**config.mk**
```make
export PLATFORM = sky130hd
export DESIGN_NAME = sensor_scan_decoder_history
export DESIGN_NICKNAME = d
export VERILOG_FILES = /design/src/ssdh_pkg.sv /design/src/ssdh_front.sv /design/src/ssdh_item_queue.sv /design/src/ssdh_back.sv /design/src/ssdh_result_queue.sv /design/src/sensor_scan_decoder_history.sv
export SDC_FILE = /design/constraint.sdc
export NUM_CORES = 1
export LEC_CHECK = 0
export BUFFER_PORTS_ARGS = -buffer_cell sky130_fd_sc_hd__clkbuf_2
export CAP_MARGIN = 5
export CORE_MARGIN = 5
export CORE_UTILIZATION = 67
export CTS_BUF_LIST = sky130_fd_sc_hd__clkbuf_2 sky130_fd_sc_hd__clkbuf_4 sky130_fd_sc_hd__clkbuf_8
export DETAILED_ROUTE_END_ITERATION = 8
export HOLD_SLACK_MARGIN = 0.06
export PLACE_DENSITY = 0.87
export SYNTH_ARGS = -nofsm -noshare
export SYNTH_HDL_FRONTEND = slang
export SYNTH_SLANG_ARGS = --single-unit
```
**constraint.sdc**
```tcl
create_clock -name clk -period 5.35 [get_ports clk]
set_input_delay 1.07 -clock clk [delete_from_list [all_inputs] [get_ports clk]]
set_output_delay 1.07 -clock clk [all_outputs]
set_load 0.01 [all_outputs]
```
**src/ssdh_pkg.sv**
```systemverilog
// shared constants and types of the sensor scan decoder history block
// no dependencies
package ssdh_pkg;

	localparam int HISTORY_DEPTH = 10;
	localparam int MODULE_COUNT  = 5;

	localparam int BYTE_W    = 8;
	localparam int MOD_W     = 4;
	localparam int SENSOR_W  = 4;
	localparam int COUNT_W   = 4;
	localparam int BIT_IDX_W = 3;
	localparam int ID_W      = MOD_W + SENSOR_W;

	localparam logic [SENSOR_W-1:0]  HALF_OFFSET = 4'h8;
	localparam logic [BIT_IDX_W-1:0] BIT_MAX     = 3'd7;
	localparam logic [COUNT_W-1:0]   COUNT_MAX   = COUNT_W'(HISTORY_DEPTH);
	localparam logic [MOD_W-1:0]     MODULE_LAST = MOD_W'(MODULE_COUNT - 1);

	// one classified poll byte on its way to the back end
	typedef struct packed {
		logic [BYTE_W-1:0] bits;
		logic [MOD_W-1:0]  module_idx;
		logic              high_half;
	} item_t;

	// one recorded sensor id
	typedef struct packed {
		logic [MOD_W-1:0]    module_index;
		logic [SENSOR_W-1:0] sensor_index;
		logic [COUNT_W-1:0]  history_count;
		logic                last_of_run;
	} result_t;

endpackage

```
**src/ssdh_front.sv**
```systemverilog
// front end: tracks the poll position and tags each byte with module and half
// depends on ssdh_pkg
module ssdh_front (
	input  logic                      clk,
	input  logic                      arst_n,
	input  logic                      push,
	input  logic [ssdh_pkg::BYTE_W-1:0] poll_byte,
	output logic                      full,
	input  logic                      q_full,
	output logic                      q_push,
	output ssdh_pkg::item_t           q_item
);

	logic [ssdh_pkg::MOD_W-1:0] poll_module_q;
	logic                       poll_high_q;
	logic                       accept;

	assign full   = q_full;
	assign accept = push && !q_full;

	// bytes with no set bit only move the poll position
	assign q_push            = accept && (poll_byte != '0);
	assign q_item.bits       = poll_byte;
	assign q_item.module_idx = poll_module_q;
	assign q_item.high_half  = poll_high_q;

	always_ff @(posedge clk or negedge arst_n) begin
		if (!arst_n) begin
			poll_module_q <= '0;
			poll_high_q   <= 1'b0;
		end else if (accept) begin
			poll_high_q <= !poll_high_q;
			if (poll_high_q) begin
				if (poll_module_q == ssdh_pkg::MODULE_LAST) begin
					poll_module_q <= '0;
				end else begin
					poll_module_q <= poll_module_q + 1'b1;
				end
			end
		end
	end

endmodule

```
**src/ssdh_item_queue.sv**
```systemverilog
// two-entry queue of classified bytes between front and back end
// depends on ssdh_pkg
module ssdh_item_queue (
	input  logic            clk,
	input  logic            arst_n,
	input  logic            push,
	input  ssdh_pkg::item_t wr_item,
	output logic            full,
	input  logic            pop,
	output logic            empty,
	output ssdh_pkg::item_t rd_item
);

	ssdh_pkg::item_t slot_q [2];
	logic            wr_ptr_q;
	logic            rd_ptr_q;
	logic [1:0]      count_q;
	logic            do_push;
	logic            do_pop;

	assign full    = (count_q == 2'd2);
	assign empty   = (count_q == 2'd0);
	assign do_push = push && !full;
	assign do_pop  = pop && !empty;
	assign rd_item = slot_q[rd_ptr_q];

	always_ff @(posedge clk) begin
		if (do_push) begin
			slot_q[wr_ptr_q] <= wr_item;
		end
	end

	always_ff @(posedge clk or negedge arst_n) begin
		if (!arst_n) begin
			wr_ptr_q <= 1'b0;
			rd_ptr_q <= 1'b0;
			count_q  <= 2'd0;
		end else begin
			if (do_push) begin
				wr_ptr_q <= !wr_ptr_q;
			end
			if (do_pop) begin
				rd_ptr_q <= !rd_ptr_q;
			end
			unique case ({do_push, do_pop})
				2'b10:   count_q <= count_q + 2'd1;
				2'b01:   count_q <= count_q - 2'd1;
				default: count_q <= count_q;
			endcase
		end
	end

endmodule

```
**src/ssdh_back.sv**
```systemverilog
// back end: walks a byte's set bits one per cycle unless stalled, drops a
// repeat of the latest id, saturates the history count; depends on ssdh_pkg
module ssdh_back (
	input  logic              clk,
	input  logic              arst_n,
	input  logic              q_valid,
	input  ssdh_pkg::item_t   q_item,
	output logic              q_pop,
	input  logic              out_space,
	output logic              res_valid,
	output ssdh_pkg::result_t res
);

	logic [ssdh_pkg::BYTE_W-1:0]    mask_q;
	logic [ssdh_pkg::MOD_W-1:0]     module_q;
	logic                           high_q;
	logic [ssdh_pkg::ID_W-1:0]      last_id_q;
	logic [ssdh_pkg::COUNT_W-1:0]   count_q;

	logic                           busy;
	logic                           step;
	logic                           dup;
	logic [ssdh_pkg::BIT_IDX_W-1:0] low_idx;
	logic [ssdh_pkg::BYTE_W-1:0]    rest;
	logic [ssdh_pkg::SENSOR_W-1:0]  sensor;
	logic [ssdh_pkg::ID_W-1:0]      id;
	logic [ssdh_pkg::COUNT_W-1:0]   count_next;

	// lowest set bit goes first
	always_comb begin
		low_idx = '0;
		for (int i = ssdh_pkg::BYTE_W - 1; i >= 0; i--) begin
			if (mask_q[i]) begin
				low_idx = ssdh_pkg::BIT_IDX_W'(i);
			end
		end
	end

	assign busy   = (mask_q != '0);
	assign rest   = mask_q & (mask_q - 1'b1);
	assign sensor = (high_q ? ssdh_pkg::HALF_OFFSET : '0)
		| {1'b0, ssdh_pkg::BIT_MAX - low_idx};
	assign id     = {module_q, sensor};
	assign dup    = (count_q != '0) && (id == last_id_q);
	assign step   = busy && out_space;

	assign count_next = (count_q == ssdh_pkg::COUNT_MAX) ? count_q : count_q + 1'b1;

	assign res_valid         = step && !dup;
	assign res.module_index  = module_q;
	assign res.sensor_index  = sensor;
	assign res.history_count = count_next;
	assign res.last_of_run   = (rest == '0);

	// next byte loads as the current one finishes
	assign q_pop = q_valid && (!busy || (step && rest == '0));

	always_ff @(posedge clk) begin
		if (q_pop) begin
			module_q <= q_item.module_idx;
			high_q   <= q_item.high_half;
		end
		if (res_valid) begin
			last_id_q <= id;
		end
	end

	always_ff @(posedge clk or negedge arst_n) begin
		if (!arst_n) begin
			mask_q  <= '0;
			count_q <= '0;
		end else begin
			if (q_pop) begin
				mask_q <= q_item.bits;
			end else if (step) begin
				mask_q <= rest;
			end
			if (res_valid) begin
				count_q <= count_next;
			end
		end
	end

endmodule

```
**src/ssdh_result_queue.sv**
```systemverilog
// two-entry result queue that drives the output ports
// depends on ssdh_pkg
module ssdh_result_queue (
	input  logic              clk,
	input  logic              arst_n,
	input  logic              push,
	input  ssdh_pkg::result_t wr_res,
	output logic              space,
	input  logic              pop,
	output logic              empty,
	output ssdh_pkg::result_t rd_res
);

	ssdh_pkg::result_t slot_q [2];
	logic              wr_ptr_q;
	logic              rd_ptr_q;
	logic [1:0]        count_q;
	logic              do_push;
	logic              do_pop;

	assign empty   = (count_q == 2'd0);
	assign do_pop  = pop && !empty;
	assign space   = (count_q != 2'd2) || do_pop;
	assign do_push = push && space;
	assign rd_res  = slot_q[rd_ptr_q];

	always_ff @(posedge clk) begin
		if (do_push) begin
			slot_q[wr_ptr_q] <= wr_res;
		end
	end

	always_ff @(posedge clk or negedge arst_n) begin
		if (!arst_n) begin
			wr_ptr_q <= 1'b0;
			rd_ptr_q <= 1'b0;
			count_q  <= 2'd0;
		end else begin
			if (do_push) begin
				wr_ptr_q <= !wr_ptr_q;
			end
			if (do_pop) begin
				rd_ptr_q <= !rd_ptr_q;
			end
			unique case ({do_push, do_pop})
				2'b10:   count_q <= count_q + 2'd1;
				2'b01:   count_q <= count_q - 2'd1;
				default: count_q <= count_q;
			endcase
		end
	end

endmodule

```
**src/sensor_scan_decoder_history.sv**
```systemverilog
// top level of the sensor scan decoder with recent-sensor history
// depends on ssdh_pkg, ssdh_front, ssdh_item_queue, ssdh_back, ssdh_result_queue
//
// poll response bytes enter through a queue-style push/full port, two bytes
// per module (low half, then high half), modules 0 to MODULE_COUNT-1 in turn
// with wrap. every set bit, lowest bit first, names a sensor id; an id equal
// to the latest recorded one is dropped, every other id is recorded and comes
// out as one transaction on the empty/pop side with the history fill count
// (saturating at HISTORY_DEPTH) and a last_of_run mark on the final id of its
// byte. the back end walks a byte's set bits (1 to 8) one after another,
// holding while the result queue has no space; zero bytes skip it; it
// loads the next byte in the cycle the current one finishes. a two-entry
// queue between front and back and a two-entry result queue let input and
// output stall independently. there is no clearing pass after reset
module sensor_scan_decoder_history (
	input  logic                          clk,
	input  logic                          arst_n,
	// input side
	input  logic                          push,
	input  logic [ssdh_pkg::BYTE_W-1:0]   poll_byte,
	output logic                          full,
	// result side
	output logic                          empty,
	input  logic                          pop,
	output logic [ssdh_pkg::MOD_W-1:0]    module_index,
	output logic [ssdh_pkg::SENSOR_W-1:0] sensor_index,
	output logic [ssdh_pkg::COUNT_W-1:0]  history_count,
	output logic                          last_of_run
);

	// front to item queue
	logic              fq_push;
	ssdh_pkg::item_t   fq_item;
	logic              fq_full;
	// item queue to back end
	logic              qb_empty;
	logic              qb_pop;
	ssdh_pkg::item_t   qb_item;
	// back end to result queue
	logic              br_valid;
	ssdh_pkg::result_t br_res;
	logic              br_space;
	// result queue head
	ssdh_pkg::result_t head;

	// tags bytes with the poll position and drops zero bytes
	ssdh_front u_front (
		.clk       (clk),
		.arst_n    (arst_n),
		.push      (push),
		.poll_byte (poll_byte),
		.full      (full),
		.q_full    (fq_full),
		.q_push    (fq_push),
		.q_item    (fq_item)
	);

	// decouples input acceptance from bit walking
	ssdh_item_queue u_item_queue (
		.clk     (clk),
		.arst_n  (arst_n),
		.push    (fq_push),
		.wr_item (fq_item),
		.full    (fq_full),
		.pop     (qb_pop),
		.empty   (qb_empty),
		.rd_item (qb_item)
	);

	// one set bit per cycle unless stalled, repeat filter and history count
	ssdh_back u_back (
		.clk       (clk),
		.arst_n    (arst_n),
		.q_valid   (!qb_empty),
		.q_item    (qb_item),
		.q_pop     (qb_pop),
		.out_space (br_space),
		.res_valid (br_valid),
		.res       (br_res)
	);

	// output buffering so a stalled consumer does not block the walker at once
	ssdh_result_queue u_result_queue (
		.clk    (clk),
		.arst_n (arst_n),
		.push   (br_valid),
		.wr_res (br_res),
		.space  (br_space),
		.pop    (pop),
		.empty  (empty),
		.rd_res (head)
	);

	assign module_index  = head.module_index;
	assign sensor_index  = head.sensor_index;
	assign history_count = head.history_count;
	assign last_of_run   = head.last_of_run;

endmodule

```
==> results.cfg, run 1 <==
[critical_path]
path_class = reg -> reg
crit_path_max_incr_delay_ps = 880
critPathTopFamily = simple AND/OR/NAND/NOR gates
critical_path_buf_inv_count = 0
worstSetupStartpointType = flop
critPathCaptureType = flop
ff2ff_path_depth = 6
crit_path_max_fanout = 14
worst_setup_path_startpoint = u_back.mask_q[4]
crit_chain = or3_1 -> o21ai_2 -> xor2_1 -> a211oi_2 -> a21oi_4 -> nor2b_1
critical_path_arrival_ps = 3130
worstPathRequired_ps = 5320
worst_r2r_startpoint = u_back.mask_q[4]
worstReg2RegEnd = u_result_queue.slot_q[0][2]
critPathSlowestCell = sky130_fd_sc_hd__nor2b_1
worst-r2r-setup-slack_ps = 2190

[yosys]
postSynthCellCount = 254
ys_ff_latch = 90
yosysSeqAreaShare_pct = 67.79
synthesis.nets = 273
synthDistinctLibCells = 46
synth_top_area_cell = sky130_fd_sc_hd__edfxtp_1
yosys_warnings = 0
synth_top_flop_cell = sky130_fd_sc_hd__edfxtp_1
largest_cells_by_area_after_synthesis = sky130_fd_sc_hd__edfxtp_1, sky130_fd_sc_hd__dfrtp_1, sky130_fd_sc_hd__mux2_2
syn_avg_cell_area_sq_um = 14.97
synth-async-reset-ratio_pct = 27.78
syn_area_sq_um = 3802
netlist.area_leader.share_pct = 51.33
synth_enable_flop_cells = 65

[outcome]
outcome = complete, no violations

[job]
drv.max_cap_violation_count = 0

[sta]
worst_clock_skew_on_the_final_layout_ps = 12.18
finalMaxSlewViolations = 0
slew_headroom_pct = 30.35
final_hold_viol_count = 0
finalSetupTns_ps = 0
maxClockFrequency_mhz = 316.1
setup_viol = 0
setup_repair_after_global_routing_missed_its_margin = false
min_period_over_period_pct = 59.14
layout_min_cycle_time_ps = 3164
max_slew.worst_pin.slew_ps = 1041

[worst_hold_path]
min_delay_path_depth = 1
hold_path_class = reg -> reg
worst_hold_startpoint = u_item_queue.wr_ptr_q
hold_path_end = u_item_queue.wr_ptr_q

[die]
floorplan.die_area_sq_um = 7282
die_boundary_width_um = 85.34
core_area_sq_um = 5507
initial_core_util_pct = 69.05
rows = 27
chipHeight_um = 85.34
pin_count = 27

[clocking]
post_cts_buffers = 0
cts-buffers-inserted = 9
cts_repair_resize_count = 0
ctsRootBufferMaster = sky130_fd_sc_hd__clkbuf_8
cts-root-to-sink-buffers = 2
worstSkewPairLatency_ps = 350
ctsHoldBuffers = 0
clk_pin_slew_ps = 80
numClockSinks = 90
cts-htree-levels = 3
tritoncts = done

[placement]
port-buffer-count = 26
gp_routability_congestion = 0.7981
dp.final_hpwl_um = 4121

[layout]
n_fill_cell = 353
area_delta_synth_final_pct = 10.56
nets = 304
antennaDiodeCount = 0
final-seq-area_sq_um = 2577
most_frequent_cells_in_the_layout = sky130_fd_sc_hd__edfxtp_1, sky130_fd_sc_hd__clkbuf_2, sky130_fd_sc_hd__dfrtp_1
multi_input_area_sq_um = 1139
layout.cells.most_common = sky130_fd_sc_hd__edfxtp_1
drive_gt1_share_pct = 25.86

[power]
switching_share_pct = 34.54
power_density_normalized_to_cell_area_nw_per_um2 = 695.3
ir_drop_v = 0.0003869
p_total_w = 0.002923
share_seq_of_total_power_pct = 49.0
power_frac_clock_pct = 16.4
internal_dissipation_w = 0.001914
combPwrFrac_pct = 34.5
power_dissipated_by_switching_net_loads_w = 0.001010
leakage_nw = 1.672

[drt]
detail_route.drc_violations = 0
drt-wirelength-per-cell_um = 16.10
vias = 2023
initialDrtViolationCount = 124
ant_nets = 0
detailedRoute.firstPassIterationCount = 4
via_per_inst = 5.588
drt-total-wl_um = 5830

[global_routing]
grt_total_usage_pct = 18.61
grt_pass1_vias = 2177
grt_first_pass_wirelength_um = 10380
antenna_found_initial = 0
grt_remaining_overflow = 0
pin_count_of_the_biggest_net_entering_global_routing = 26
==> Yosys cell counts, types with 4 or more instances <==
master                     count
sky130_fd_sc_hd__mux2i_1       8
sky130_fd_sc_hd__nand2_1      12
sky130_fd_sc_hd__ha_1          7
sky130_fd_sc_hd__xor2_1       10
sky130_fd_sc_hd__mux2_2       19
sky130_fd_sc_hd__xnor2_1      12
sky130_fd_sc_hd__dfrtp_1      25
sky130_fd_sc_hd__o21ai_0      10
sky130_fd_sc_hd__nor2_1       13
sky130_fd_sc_hd__inv_1        12
sky130_fd_sc_hd__a21oi_1       4
sky130_fd_sc_hd__edfxtp_1     65
sky130_fd_sc_hd__o21ai_1       7
==> metal layers <==
layer,routed length (um),GRT usage (%),vias up
li1,-,-,984
met1,2511,22.75,991
met2,2967,31.85,40
met3,260,5.146,8
met4,91,6.475,0
met5,0,0,-
==> per-stage QoR <==
step / setup WS [ps] / utilization (%) / area [sq um] / hold WS [ps] / cells
detailed placement: 2185 / 72.44 / 3989 / 484.2 / 346
finish: 2186 / 76.35 / 4204 / 509.5 / 362
floorplan: 2616 / - / 3802 / 455.5 / 254
CTS: 2124 / 76.35 / 4204 / 499.8 / 362
global placement: 2238 / 72.44 / 3989 / 483.7 / 346
global route: 1982 / 76.35 / 4204 / 516.1 / 362
==> state kept, by name, indices dropped and copies added, names as in the netlist <==
| register | flops |
|---|---|
| u_result_queue.rd_ptr_q | 1 |
| u_front.poll_high_q | 1 |
| u_back.high_q | 1 |
| u_item_queue.count_q | 2 |
| u_back.last_id_q | 8 |
| u_result_queue.slot_q | 26 |
| u_item_queue.wr_ptr_q | 1 |
| u_back.module_q | 4 |
| u_item_queue.rd_ptr_q | 1 |
| u_result_queue.count_q | 2 |
| u_front.poll_module_q | 4 |
| u_result_queue.wr_ptr_q | 1 |
| u_back.mask_q | 8 |
| u_item_queue.slot_q | 26 |
| u_back.count_q | 4 |
==> worst reg2reg max path: stages, from the launching register on <==
cell,delay [ps]
sky130_fd_sc_hd__dfrtp_1,470
sky130_fd_sc_hd__or3_1,450
sky130_fd_sc_hd__o21ai_2,230
sky130_fd_sc_hd__xor2_1,230
sky130_fd_sc_hd__a211oi_2,110
sky130_fd_sc_hd__a21oi_4,430
sky130_fd_sc_hd__nor2b_1,880
==> power by group through the flow <==
stage	combinational, W	sequential (W)	clock (W)
6_report	0.00101	0.00143	0.000481
5_1_grt	0.00114	0.00148	0.000518
4_1_cts	0.00103	0.00143	0.000485
3_5_place_dp	0.00101	0.00145	0
3_3_place_gp	0.000977	0.00142	0
2_1_floorplan	0.000831	0.00134	0
==> how the worst max path moves through the flow <==
stage	end	slack [ps]	cells past startpoint
2_1_floorplan	u_result_queue.slot_q[0][0]	2620	6
3_3_place_gp	u_result_queue.slot_q[0][6]	2240	6
3_5_place_dp	u_result_queue.slot_q[0][6]	2180	6
4_1_cts	u_result_queue.slot_q[0][5]	2120	6
5_1_grt	u_result_queue.slot_q[0][2]	1980	6
6_report	u_result_queue.slot_q[0][2]	2190	6
==> logic make-up (layout without fill, tap and decap cells) <==
group / after synthesis / count (layout) / synth area share (%)
DFF: 90 / 90 / 67.79
and+or+nand+nor: 50 / 50 / 6.844
buffers and inverters: 20 / 56 / 2.270
xor gates and xnor gates: 22 / 22 / 5.067
adders and majority gates: 9 / 9 / 2.830
AOI/OAI and AO/OA: 34 / 34 / 6.680
muxes: 29 / 29 / 8.523
==> area by class of cell <==
cell class                      instances  area share, %
Sequential cell                        90          61.31
Timing Repair Buffer                   26          3.095
Inverter                               14          1.250
Tap cell                               72          2.143
Multi-Input combinational cell        144          27.08
Clock buffer                           14          4.286
Clock inverter                          2         0.8333
(Power assumes the default switching activity.)
==> inputs of run 2 (changes only) <==
Settings changed: CORE_UTILIZATION 67 to 56, PLACE_DENSITY 0.87 to 0.78.
Clock period 5.35 ns to 2.8 ns, I/O delays scaled along.
==> run 2 against run 1 <==
  * Count of clock-buffer cells in the layout shrank 5
  * Clock skew is essentially flat
  * Design area grew 1.6%
  * Hold slack lost 280 ps
  * Combinational power grew 100%
  * Core utilization shrank 13 points
==> results.cfg, run 2 (synthesis gave the netlist of run 1 again) <==
[outcome]
outcome = complete, no violations

[power]
power_dissipated_by_switching_net_loads_w = 0.001985
leakage_nw = 1.696
combPwrFrac_pct = 35.6
ir_drop_v = 0.0006660
share_seq_of_total_power_pct = 47.5
power_frac_clock_pct = 16.9
switching_share_pct = 34.68
internal_dissipation_w = 0.003740
p_total_w = 0.005726
power_density_normalized_to_cell_area_nw_per_um2 = 1340

[die]
chipHeight_um = 92.40
die_boundary_width_um = 92.40
rows = 30
initial_core_util_pct = 56.59
floorplan.die_area_sq_um = 8538
pin_count = 27
core_area_sq_um = 6719

[global_routing]
grt_total_usage_pct = 15.42
pin_count_of_the_biggest_net_entering_global_routing = 26
grt_pass1_vias = 2073
antenna_found_initial = 0
grt_first_pass_wirelength_um = 10110
grt_remaining_overflow = 0

[critical_path]
crit_path_max_fanout = 10
critPathSlowestCell = sky130_fd_sc_hd__dfrtp_1
worstSetupPathDepth = 7
worstPathRequired_ps = 2860
crit_chain = or3_1 -> o21ai_2 -> xor2_1 -> a211oi_2 -> a21oi_4 -> and2_1 -> buf_12
critical_path_buf_inv_count = 1
critPathTopFamily = simple AND/OR/NAND/NOR gates
critical_path_arrival_ps = 2510
worstSetupStartpointType = flop
critPathCaptureType = flop
crit_path_max_incr_delay_ps = 490
path_class = reg -> reg
ff2ff_path_depth = 7

[layout]
antennaDiodeCount = 0
drive_gt1_share_pct = 27.12
multi_input_area_sq_um = 1139
most_frequent_cells_in_the_layout = sky130_fd_sc_hd__edfxtp_1, sky130_fd_sc_hd__clkbuf_2, sky130_fd_sc_hd__dfrtp_1
n_fill_cell = 511
utilization_pct = 63.58
layout.cells.most_common = sky130_fd_sc_hd__edfxtp_1
area_delta_synth_final_pct = 12.34
nets = 309
largest_registers = u_item_queue.slot_q (26), u_result_queue.slot_q (26)
final-seq-area_sq_um = 2577
stdcell_count = 375

[clocking]
cts-root-to-sink-buffers = 2
post_cts_buffers = 0
numClockSinks = 90
ctsRootBufferMaster = sky130_fd_sc_hd__clkbuf_8
cts-htree-levels = 3
tritoncts = done
cts-buffers-inserted = 9
worstSkewPairLatency_ps = 350
ctsHoldBuffers = 0
cts_repair_resize_count = 0
clk_pin_slew_ps = 90

[drt]
via_per_inst = 5.373
vias = 2015
detail_route.drc_violations = 0
drt-total-wl_um = 5823
ant_nets = 0
detailedRoute.firstPassIterationCount = 4
drt-wirelength-per-cell_um = 15.53
initialDrtViolationCount = 58

[sta]
worst_clock_skew_on_the_final_layout_ps = 11.90
setup_viol = 0
min_period_over_period_pct = 87.47
finalMaxSlewViolations = 0
final.hold.worst_slack_ps = 232.9
layout_min_cycle_time_ps = 2449
max_slew.worst_pin.slew_ps = 1034
slew_headroom_pct = 30.84
maxClockFrequency_mhz = 408.3
final_hold_viol_count = 0
finalSetupTns_ps = 0
setup_repair_after_global_routing_missed_its_margin = false

[worst_hold_path]
hold_path_class = in -> async

[placement]
port-buffer-count = 26
gp_routability_congestion = 0.8154
dpl.cell_count = 359
dp.final_hpwl_um = 4101

[job]
drv.max_cap_violation_count = 0
[run 2: layer usage]
layer  up-vias  track usage (%)  share of wire (%)
li1        993                -                  -
met1       975            19.73                 45
met2        35            25.44                 49
met3        12            2.843                3.2
met4         0            7.302                2.1
met5         -                0                  0
[run 2: layout make-up]
| cell class | count | share of cell area, % |
|---|---|---|
| Sequential cell | 90 | 60.34 |
| Timing Repair Buffer | 31 | 4.218 |
| Clock inverter | 7 | 2.314 |
| Inverter | 14 | 1.230 |
| Clock buffer | 9 | 2.900 |
| Multi-Input combinational cell | 144 | 26.65 |
| Tap cell | 80 | 2.343 |
[run 2: stage by stage]
step	setup WS [ps]	instance area, sq um
CTS	349.3	4272
global placement	388.6	4049
detailed placement	353.2	4049
floorplan	65.54	3802
global route	177.0	4272
finish	350.8	4272
[run 2: power by group through the flow]
| stage | registers (W) | clock network (W) | logic, W |
|---|---|---|---|
| 2_1_floorplan | 0.00256 | 0 | 0.00159 |
| 3_3_place_gp | 0.00272 | 0 | 0.00199 |
| 3_5_place_dp | 0.00275 | 0 | 0.00206 |
| 4_1_cts | 0.00273 | 0.000986 | 0.00207 |
| 5_1_grt | 0.00281 | 0.00105 | 0.00228 |
| 6_report | 0.00272 | 0.000965 | 0.00204 |
[run 2: path summary, 6_finish.rpt]
kind                                         start                     endpoint  slack, ps
setup / recovery                  u_back.mask_q[4]  u_result_queue.slot_q[1][7]        350
hold / removal                              arst_n     u_front.poll_module_q[1]        230
setup reg to reg                  u_back.mask_q[4]  u_result_queue.slot_q[1][7]        350
hold reg to reg            u_result_queue.wr_ptr_q      u_result_queue.wr_ptr_q        490
max in group asynchronous                   arst_n            u_back.count_q[3]       2110
min in group clk                      poll_byte[4]    u_item_queue.slot_q[1][9]        410
[run 2: worst reg2reg max path: stages, from the launching register on]
cell	delay, ps
sky130_fd_sc_hd__dfrtp_1	490
sky130_fd_sc_hd__or3_1	460
sky130_fd_sc_hd__o21ai_2	230
sky130_fd_sc_hd__xor2_1	200
sky130_fd_sc_hd__a211oi_2	100
sky130_fd_sc_hd__a21oi_4	220
sky130_fd_sc_hd__and2_1	310
sky130_fd_sc_hd__buf_12	170
